===== src/hdl/fpdc_pkg.sv =====
// Package for the fan PID duty controller: field widths, reset values of
// the gain registers, status codes and shared types. No dependencies.
package fpdc_pkg;

	localparam int SPEED_W     = 16;
	localparam int DUTY_W      = 7;
	localparam int STATUS_W    = 2;
	localparam int GAIN_W      = 24;
	localparam int ERR_W       = SPEED_W + 1;
	localparam int DERR_W      = ERR_W + 1;
	localparam int SUM_W       = 32;
	localparam int CALC_DUTY_W = 8;

	localparam int PADDR_W = 4;
	localparam int PDATA_W = 32;

	localparam int GAIN_FRAC_BITS_DEF = 20;
	localparam int DUTY_MAX_DEF       = 100;

	localparam logic [GAIN_W-1:0] PROP_GAIN_RST  = 24'd41943;
	localparam logic [GAIN_W-1:0] INTEG_GAIN_RST = 24'd7340;
	localparam logic [GAIN_W-1:0] DERIV_GAIN_RST = 24'd524;

	typedef enum logic [STATUS_W-1:0] {
		FAN_STOPPED  = 2'd0,
		FAN_LOCKED   = 2'd1,
		FAN_CHANGING = 2'd2
	} fan_state_t;

	typedef enum logic [1:0] {
		REG_PROP  = 2'd0,
		REG_INTEG = 2'd1,
		REG_DERIV = 2'd2
	} reg_idx_t;

	typedef struct packed {
		logic [GAIN_W-1:0] prop;
		logic [GAIN_W-1:0] integ;
		logic [GAIN_W-1:0] deriv;
	} gains_t;

endpackage


===== src/hdl/fpdc_regs.sv =====
// Gain register file behind the APB-style configuration port.
// Depends on fpdc_pkg.
module fpdc_regs (
	input  logic                         clk,
	input  logic                         arst_n,
	input  logic                         psel,
	input  logic                         penable,
	input  logic                         pwrite,
	input  logic [fpdc_pkg::PADDR_W-1:0] paddr,
	input  logic [fpdc_pkg::PDATA_W-1:0] pwdata,
	output logic [fpdc_pkg::PDATA_W-1:0] prdata,
	output logic                         pready,
	output fpdc_pkg::gains_t             gains
);
	import fpdc_pkg::*;

	gains_t   gains_q;
	reg_idx_t idx;
	logic     wr_en;

	assign pready = 1'b1;
	assign idx    = reg_idx_t'(paddr[3:2]);
	assign wr_en  = psel & penable & pwrite & pready;
	assign gains  = gains_q;

	always_ff @(posedge clk or negedge arst_n) begin
		if (!arst_n) begin
			gains_q.prop  <= PROP_GAIN_RST;
			gains_q.integ <= INTEG_GAIN_RST;
			gains_q.deriv <= DERIV_GAIN_RST;
		end else if (wr_en) begin
			unique case (idx)
				REG_PROP:  gains_q.prop  <= pwdata[GAIN_W-1:0];
				REG_INTEG: gains_q.integ <= pwdata[GAIN_W-1:0];
				REG_DERIV: gains_q.deriv <= pwdata[GAIN_W-1:0];
				default: ;
			endcase
		end
	end

	always_comb begin
		unique case (idx)
			REG_PROP:  prdata = PDATA_W'(gains_q.prop);
			REG_INTEG: prdata = PDATA_W'(gains_q.integ);
			REG_DERIV: prdata = PDATA_W'(gains_q.deriv);
			default:   prdata = '0;
		endcase
	end

endmodule


===== config.mk =====
export PLATFORM = sky130hd
export DESIGN_NAME = fpdc_regs
export DESIGN_NICKNAME = d
export VERILOG_FILES = /design/src/hdl/fpdc_pkg.sv /design/src/hdl/fpdc_regs.sv
export SDC_FILE = /design/constraint.sdc
export NUM_CORES = 1
export LEC_CHECK = 0
export BUFFER_PORTS_ARGS = -buffer_cell sky130_fd_sc_hd__buf_2
export CORE_ASPECT_RATIO = 1.2
export CORE_UTILIZATION = 48
export DETAILED_ROUTE_END_ITERATION = 12
export PLACE_DENSITY = 0.85
export SLEW_MARGIN = 5
export SYNTH_ARGS = -nofsm -noshare
export SYNTH_HDL_FRONTEND = slang
export SYNTH_SLANG_ARGS = --single-unit

===== constraint.sdc =====
create_clock -name clk -period 1.4 [get_ports clk]
set_clock_uncertainty 0.1 [all_clocks]
set_input_delay 0.21 -clock clk [delete_from_list [all_inputs] [get_ports clk]]
set_output_delay 0.21 -clock clk [all_outputs]
set_load 0.01 [all_outputs]

### Word level (Yosys, flattened, before mapping)

Cells that the tools add are included.

| storage, ports and cells | value |
|---|---|
| word-level logic and storage cells | 12 |
| register bits after elaboration | 72 |
| output and inout port bits | 105 |
| input bits | 41 |

| operators by class | value |
|---|---|
| multiplexer cells | 1 |
| equal/unequal tests | 2 |
| bitwise gates (word level) | 2 |
| reductions and logical operators | 4 |

Operators by type and width:

| operator | number |
|---|---|
| $pmux W24 S3 | 1 |
| $reduce_and A2 Y1 | 3 |
| $and A1 B1 Y1 | 2 |
| $eq A2 B1 Y1 const B | 1 |
| $eq A2 B2 Y1 const B | 1 |
| $logic_not A2 Y1 | 1 |

### Longest topological paths before layout

| logic depth | value |
|---|---|
| word-level depth | 3 |
| gate-level depth with buffers | 6 |
| mapped depth without buffers | 3 |

### Worst setup path before layout

No wires, ideal clock.

| timing | value |
|---|---|
| path type | input-to-reg |
| start point | in paddr[2] (netlist bit) |
| end point | reg gains_q (netlist bit gains[28]) |
| cell stages on the path | 5 |
| required time | 1.175 ns |
| slack | -0.118 ns |
| buffers on the path | 3 |
| arrival time | 1.292 ns |
| path through | buf_4 or3b_1 buf_6 buf_8 mux2_4 |

| between the ends | value |
|---|---|
| longest elaborated chain between the ends | 2 |

Ends and longest elaborated chain:

| item | RTL line | source |
|---|---|---|
| from (decl) | fpdc_regs.sv:9 | `input logic [fpdc_pkg::PADDR_W-1:0] paddr,` |
| $eq A2 B1 Y1 | fpdc_regs.sv:32 | `unique case (idx)` |
| $reduce_and A2 Y1 (no line) | n/a |  |
| to (decl) | fpdc_regs.sv:17 | `gains_t gains_q;` |

Every way passes these cells.
A chain may end at the register's enable or synchronous reset.

### Worst setup path after layout

| timing | value |
|---|---|
| start point | reg gains_q (netlist bit gains[63]) |
| end point | out prdata[15] (netlist bit) |

| between the ends | value |
|---|---|
| longest elaborated chain between the ends | 1 |

Ends and longest elaborated chain:

| item | RTL line | source |
|---|---|---|
| $pmux W24 S3 | fpdc_regs.sv:42 | `unique case (idx)` |
| to (decl) | fpdc_regs.sv:11 | `output logic [fpdc_pkg::PDATA_W-1:0] prdata,` |

Every way passes these cells.

==> summary.md <==
| Metric | Value |
|---|---|
| Most frequent cells in the layout | `buf_2 (109), mux2_2 (52), dfrtp_1 (52)` |
| IO buf count | `126` |
| Post-synth ARST share | `100%` |
| DR vias | `2635` |
| Fin Setup TNS | `-2.28 ns` |
| CP startpoint kind | `flop` |
| Top_reg_cell synth | `dfrtp_1` |
| First-pass GRT wire length | `12600 um` |
| Placed cells | `460` |
| Gr ovfl total | `0` |
| H-Tree Depth | `3` |
| Post-Syn Area per Cell | `13.7 um^2` |
| ANT cells | `0` |
| Number of synthesized flops with an enable pin | `0` |
| Register area share after synthesis | `53.9%` |
| Most common cell after layout, fill and taps aside | `buf_2` |
| Synth top area cells | `dfrtp_1 (38%), mux2_2 (17%), dfstp_2 (16%)` |
| Nets@finish | `461` |
| Fillers | `453` |
| ANT nets after route | `0` |
| Initial antenna violation count | `0` |
| Layout overhead on the synthesized area | `44.5%` |
| Worst skew pair latency | `0.34 ns` |
| Maximum clock rate | `634 MHz` |
| Slew Limit Fails | `0` |
| CP endpoint kind | `primary output` |
| Req. time, crit path | `1.09 ns` |
| Area leader, netlist | `dfrtp_1` |
| CP max FO | `3` |
| Clock sink count | `72` |
| Tot GR Track Use | `22.8%` |
| Yosys warns | `0` |
| Number of max-cap violations | `0` |
| CTS root buffer | `clkbuf_8` |
| Leakage | `2.49 nW` |
| Wire per inst | `16.4 um` |
| Core area | `0.00681 mm^2` |
| Post-layout min period | `1.58 ns` |
| Starting DRT DRC Count | `88` |
| Starting density of the core | `49.7%` |
| Die X | `78.7 um` |
| Post-layout worst setup margin | `-0.178 ns` |
| Unrepaired setup endpoints after global routing | `true` |
| Worst Setup Path Type | `reg -> out` |
| IO Pins | `146` |
| Failing checks | `setup timing` |
| Post-Synthesis Cells | `248` |
| Synth top area share | `38.4%` |
| Clk slew on worst S/H paths | `0.09 ns` |
| Number of flip-flops in the largest register | `72` |
| Vias in the first global route | `2475` |
| Num rows | `33` |
| Largest net degree at the start of global routing | `73` |
| TritonCTS buffer count | `9` |
| Worst EP arrival | `1.27 ns` |
| Reg-to-reg slack, setup | `0.30 ns` |
| Clk buf depth | `2` |
| Die area | `0.00740 mm^2` |
| Post-route clock period utilization | `113%` |
| Status | `finished with violations` |
| Power Density | `1480 mW/mm^2` |
| Post-DP HPWL | `5290 um` |
| Drt total wl | `8400 um` |
| Synthesized area | `0.00339 mm^2` |
| Peak supply drop | `0.00106 V` |
| TritonCTS clock tree | `built` |
| RePlAce Congestion | `0.716` |
| Final hold violations | `0` |
| Remaining DRCs | `0` |
| Hold WC Path Type | `in -> reg` |
| Synth cell types | `18` |
| Die height | `94.0 um` |
| Drt first pass iters | `4` |
| Final Setup Violations | `25` |
| Non-filler cells in the finished layout | `512` |
| #FFs+latches synth | `72` |
| Layout cell share with drive strength beyond 1 | `68.9%` |
| DR vias/cell | `5.15` |
-- kinds of logic (layout without fill, tap and decap cells) --
group | count (synthesis) | in the layout | synth area share [%]
AOI/OAI and AO/OA | 24 | 24 | 3.55
other | 2 | 9 | 0.222
buffers and inverters | 25 | 195 | 5.17
and+or+nand+nor | 29 | 29 | 3.91
muxes | 96 | 96 | 33.2
DFF | 72 | 72 | 53.9
-- cell type report --
| class | instances | area (um^2) | share of cell area [%] |
|---|---|---|---|
| Tap cell | 87 | 109 | 2.22 |
| Sequential cell | 72 | 1830 | 37.3 |
| Clock inverter | 6 | 68.8 | 1.41 |
| Multi-Input combinational cell | 158 | 1450 | 29.6 |
| Clock buffer | 10 | 128 | 2.61 |
| Timing Repair Buffer | 179 | 1310 | 26.8 |
-- metrics by stage --
stage	area (um^2)	util (%)	hold slack [ns]	power, mW	setup WS, ns
4_1_cts	4710	69.2	0.0000212	7.02	-0.182
6_report	4900	71.9	0.0101	7.23	-0.178
5_1_grt	4900	71.9	0.000738	7.58	-0.240
2_1_floorplan	3440	-	-0.186	4.11	-0.0894
3_3_place_gp	4210	61.9	0.160	4.92	-0.153
3_5_place_dp	4210	61.9	0.162	5.01	-0.173
-- cells in the mapped netlist (2+ instances only) --
master    instances
clkbuf_1          5
mux2_4           20
buf_2             5
buf_4            12
dfrtp_1          52
mux2i_1          24
dfstp_2          20
conb_1            2
buf_8             2
o21ai_0          24
mux2_2           52
nand2_1          24
-- where the power goes --
part | switching [mW] | total (mW) | internal (mW) | leakage, nW
Clock | 0.803 | 1.64 | 0.833 | 0.0968
Sequential | 0.382 | 3.05 | 2.67 | 0.847
Combinational | 1.06 | 2.54 | 1.48 | 1.55
-- worst max-delay path: stages (launching register included) --
cell and delay, ns:
dfstp_2 0.55, mux2i_1 0.08, o21ai_1 0.14, buf_2 0.15
-- routing by layer --
metal / track usage, % / wire length (um) / part of all wire [%]
met2: 36.5 / 4200 / 50
met5: 0 / 0 / 0
met4: 9.88 / 75 / 0.89
met3: 5.34 / 461 / 5.5
met1: 29.4 / 3670 / 44
-- repair_timing --
action	in CTS	in global routing
endpoints found under the hold margin	53	0
resized for setup	28	38
endpoints found under the setup margin	24	37
setup buffers	25	8
cloned	0	2
hold buffers	2	0
pin swaps	1	7
-- final timing paths --
kind,from,endpoint,cells past startpoint
max,gains[63],prdata[15],3
min in group asynchronous,arst_n,gains[18],3
min reg2reg,gains[22],gains[22],1
max reg2reg,gains[43],gains[43],3
min,pwdata[16],gains[16],2
max in group asynchronous,arst_n,gains[57],3
(Power assumes the default switching activity.)
